### src/rtl/blpht_pkg.sv
// Package: shared constants, codes and types of the bounded linear-probe hash table.
`timescale 1ns / 1ps
package blpht_pkg;

  localparam int unsigned DefTableDepth = 1024;
  localparam int unsigned DefProbeLimit = 16;
  localparam int unsigned DefKeyWidth   = 64;

  localparam int unsigned HashW   = 32;
  localparam int unsigned KeyInW  = 64;
  localparam int unsigned ValueW  = 64;
  localparam int unsigned StatusW = 3;
  localparam int unsigned SlotW   = 10;
  localparam int unsigned EntryW  = 11;
  localparam int unsigned SizeW   = 4;

  localparam logic [SizeW-1:0] SizeReset = 4'd10;
  localparam logic [SizeW-1:0] SizeMin   = 4'd4;

  localparam logic [1:0] OP_GET    = 2'd0;
  localparam logic [1:0] OP_SET    = 2'd1;
  localparam logic [1:0] OP_REMOVE = 2'd2;

  localparam logic [StatusW-1:0] ST_ADDED      = 3'd0;
  localparam logic [StatusW-1:0] ST_UPDATED    = 3'd1;
  localparam logic [StatusW-1:0] ST_SET_FAILED = 3'd2;
  localparam logic [StatusW-1:0] ST_FOUND      = 3'd3;
  localparam logic [StatusW-1:0] ST_NOT_FOUND  = 3'd4;
  localparam logic [StatusW-1:0] ST_REMOVED    = 3'd5;

  typedef enum logic [1:0] {
    S_CLEAR,
    S_IDLE,
    S_READ,
    S_CMP
  } seq_state_e;

  typedef struct packed {
    logic empty;
    logic match;
  } cmp_t;

endpackage

### src/rtl/blpht_cmp.sv
// Slot compare unit: empty test and hash-and-key match for one probed slot.
`timescale 1ns / 1ps
module blpht_cmp
  import blpht_pkg::*;
#(
  parameter int unsigned KEY_WIDTH = DefKeyWidth
) (
  input  logic [HashW-1:0]     hash_i,
  input  logic [KEY_WIDTH-1:0] key_i,
  input  logic [HashW-1:0]     slot_hash_i,
  input  logic [KEY_WIDTH-1:0] slot_key_i,
  output cmp_t                 cmp_o
);

  always_comb begin
    cmp_o.empty = (slot_hash_i == '0);
    cmp_o.match = (slot_hash_i == hash_i) && (slot_key_i == key_i);
  end

endmodule

### config.mk
export PLATFORM = sky130hd
export DESIGN_NAME = blpht_cmp
export DESIGN_NICKNAME = d
export VERILOG_FILES = /design/src/rtl/blpht_pkg.sv /design/src/rtl/blpht_cmp.sv
export SDC_FILE = /design/constraint.sdc
export NUM_CORES = 1
export LEC_CHECK = 0
export CAP_MARGIN = 30
export CORE_AREA = 5 5 71 73
export DETAILED_ROUTE_END_ITERATION = 16
export DIE_AREA = 0 0 76 78
export DONT_BUFFER_PORTS = 1
export SYNTH_ARGS = -nofsm -noshare
export SYNTH_HDL_FRONTEND = slang
export SYNTH_SLANG_ARGS = --single-unit
### constraint.sdc
create_clock -name vclk -period 0.8
set_input_delay 0 -clock vclk [all_inputs]
set_output_delay 0 -clock vclk [all_outputs]
set_load 0.05 [all_outputs]
==> After elaboration in Yosys (flattened, before gate mapping) <==
Cells that the tools add are included.
{ "classes": {"eq_ne": 2, "n_reduce_logical": 2} }
{ "op_table": {"columns": ["cell", "count"], "rows": [
  ["== test 64 bit", 1],
  ["== test 32 bit", 1],
  ["logical NOT 32 bit", 1],
  ["logical AND 1 bit", 1]
]} }
{ "totals": {"ff_bits": 0, "out_inout_bits": 2, "word_cells": 4} }

==> Logic depth before layout (Yosys ltp) <==
{ "depth": {"word_depth": 2, "ltp_mapped": 5, "ltp_nobuf": 5} }

==> Worst setup path before layout <==
OpenSTA, ideal clock, no wires.
{ "synth_path": {"path_type": "input to output", "from": "input slot_hash_i[30]", "to": "output cmp_o[0] (netlist name)", "arrival_ns": 1.243, "slack_ns": -0.443, "cell_stages": 5, "n_path_buf": 0, "path_cell_list": "xnor2_1 -> nand4_1 -> nor4_2 -> nand4_1 -> nor3_2"} }
{ "synth_lines": {"columns": ["item", "line_no", "source"], "rows": [
  ["start: declaration", "blpht_cmp.sv:10", "input logic [HashW-1:0] slot_hash_i,"],
  ["end: declaration", "blpht_cmp.sv:12", "output cmp_t cmp_o"]
]} }

==> impl_metrics.env <==
export IMPL_status="complete, but fails checks"
export IMPL_violations="setup timing"
export IMPL_tns_ps=-491
export IMPL_final_hold_violation_count=0
export IMPL_antenna_found_initial=0
export IMPL_ant_nets=0
export IMPL_max_slew_margin_pct=80.8
export IMPL_cp_start_kind="primary input"
export IMPL_initial_core_util_pct=26.0
export IMPL_synthCells=139
export IMPL_grt_pass1_vias=1274
export IMPL_final_max_slew_viol_count=0
export IMPL_core_area_um2=4290
export IMPL_n_fill_cell=477
export IMPL_grt_max_degree=3
export IMPL_die_width_um=76
export IMPL_netlist_area_leader_share_pct=50.2
export IMPL_die_h_um=78
export IMPL_critPathCaptureType="output port"
export IMPL_num_rows=24
export IMPL_crit_arrival_ps=1240
export IMPL_mappedNetlistArea_um2=1120
export IMPL_yosysSeqAreaShare_pct=0
export IMPL_viasPerCell=5.66
export IMPL_die_area_um2=5930
export IMPL_path_class="in -> out"
export IMPL_setup_ws_ps=-443
export IMPL_synthDistinctLibCells=7
export IMPL_syn_num_nets=331
export IMPL_nClkBuffers=0
export IMPL_yosysTopAreaCell="xnor2_1"
export IMPL_layout_drive_gt1_share_pct=15.3
export IMPL_port_buffers=0
export IMPL_track_usage_pct=13.7
export IMPL_required_ps=800
export IMPL_cts_setup_buffers=0
export IMPL_regArea_um2=0
export IMPL_seq_cells=0
export IMPL_synth_top_cells_by_area="xnor2_1 (50%), xor2_1 (25%), nand4_1 (12%)"
export IMPL_ys_warn_count=0
export IMPL_worstPathMaxFanout=1
export IMPL_fin_nets=338
export IMPL_grt_pass1_wl_um=6630
export IMPL_vias=1109
export IMPL_switching_power_uw=177
export IMPL_pwr_share_clk_pct=0
export IMPL_wire_per_inst_um=24.1
export IMPL_ir_worst_vdd_mv=0.154
export IMPL_ioPinCount=194
export IMPL_swShare_pct=33.1
export IMPL_synthTopCellsByCount="xnor2_1 (64), xor2_1 (32), nand4_1 (21)"
export IMPL_worst_hold_slack_ps=316
export IMPL_worst_pin_slew_ps=286
export IMPL_area_delta_synth_final_pct=23.9
export IMPL_rsz0062_at_grt="yes"
export IMPL_diodes=0
export IMPL_grt_ovfl_total=0
export IMPL_wl_met3_um=511
export IMPL_seq_power_share_pct=0
export IMPL_power_density_nw_per_um2=386
export IMPL_met1Wirelength_um=1610
export IMPL_firstDrtPassIters=4
export IMPL_drc=0
export IMPL_hpwl_um=4580
export IMPL_drt_total_wl_um=4710
export IMPL_syn_area_per_cell_um2=8.04
export IMPL_fmax_mhz=804
export IMPL_yosysMostFrequentCell="xnor2_1"
export IMPL_routed_top_layer="met4"
export IMPL_finalSetupViolCount=2
export IMPL_met2_length_um=2580
export IMPL_cap_violations=0
export IMPL_gp_congestion=0.763
export IMPL_comb_power_share_pct=100.0
export IMPL_internal_power_uw=357
export IMPL_finalWorstPathRequiredPeriod_ps=1240
export IMPL_power_leakage_uw=0.000382
export IMPL_timing_final_crit_share_pct=155
export IMPL_hp_class="in -> out"
export IMPL_drt_iter0_markers=29
power groups by stage:
stage               clock network (uW)  logic, uW  registers [uW]
finish                               0        534               0
global route                         0        586               0
CTS                                  0        541               0
detailed placement                   0        498               0
global placement                     0        489               0
floorplan                            0        429               0
final timing paths:
check	from	to	slack [ps]	cells after the start
worst min-delay path	slot_hash_i[17]	cmp_o[1]	320	4
worst max-delay path	hash_i[24]	cmp_o[0]	-440	7
layer usage:
metal / up-vias / GRT usage (%)
met3: 2 / 4.51
li1: 510 / -
met4: 0 / 0.356
met1: 506 / 15.7
met5: - / 0
met2: 91 / 25.7
placed cells by master, fill, tap and decap left out:
cell type / instances
xnor2_4: 1
xnor2_2: 6
buf_12: 2
nor4_2: 6
buf_4: 3
nand4_1: 21
nor2_4: 1
xor2_1: 32
nor4_4: 2
nor3_4: 1
nor4_1: 12
xnor2_1: 57
final cells by class:
class / count / area [um^2] / share of cell area (%)
Multi-Input combinational cell: 139 / 1260 / 90.8
Tap cell: 52 / 65.1 / 4.70
Timing Repair Buffer: 5 / 62.6 / 4.52
worst max-delay path, stage by stage:
cell and delay, ps:
xnor2_4 140, nand4_1 130, nor4_2 300, buf_4 140
nand4_1 150, nor3_4 210, buf_12 170
kinds of logic after synthesis:
group | share of synthesized area (%)
xor+xnor | 75.3
simple gates | 24.7
through the flow:
step | std cells | utilization [%] | total power, uW | setup slack, ps | instance area (um^2)
finish | 196 | 32.2 | 534 | -443 | 1380
global route | 196 | 32.2 | 586 | -573 | 1380
CTS | 196 | 32.1 | 541 | -563 | 1380
detailed placement | 197 | 29.5 | 498 | -584 | 1270
global placement | 197 | 29.5 | 489 | -636 | 1270
floorplan | 139 | - | 429 | -286 | 1130
what timing repair did:
| action | 4_1_cts | 5_1_grt |
|---|---|---|
| gates resized for setup | 16 | 1 |
| pin swaps | 10 | 4 |
| hold buffers | 0 | 0 |
| setup endpoints to repair | 2 | 2 |
(Power assumes the default switching activity.)
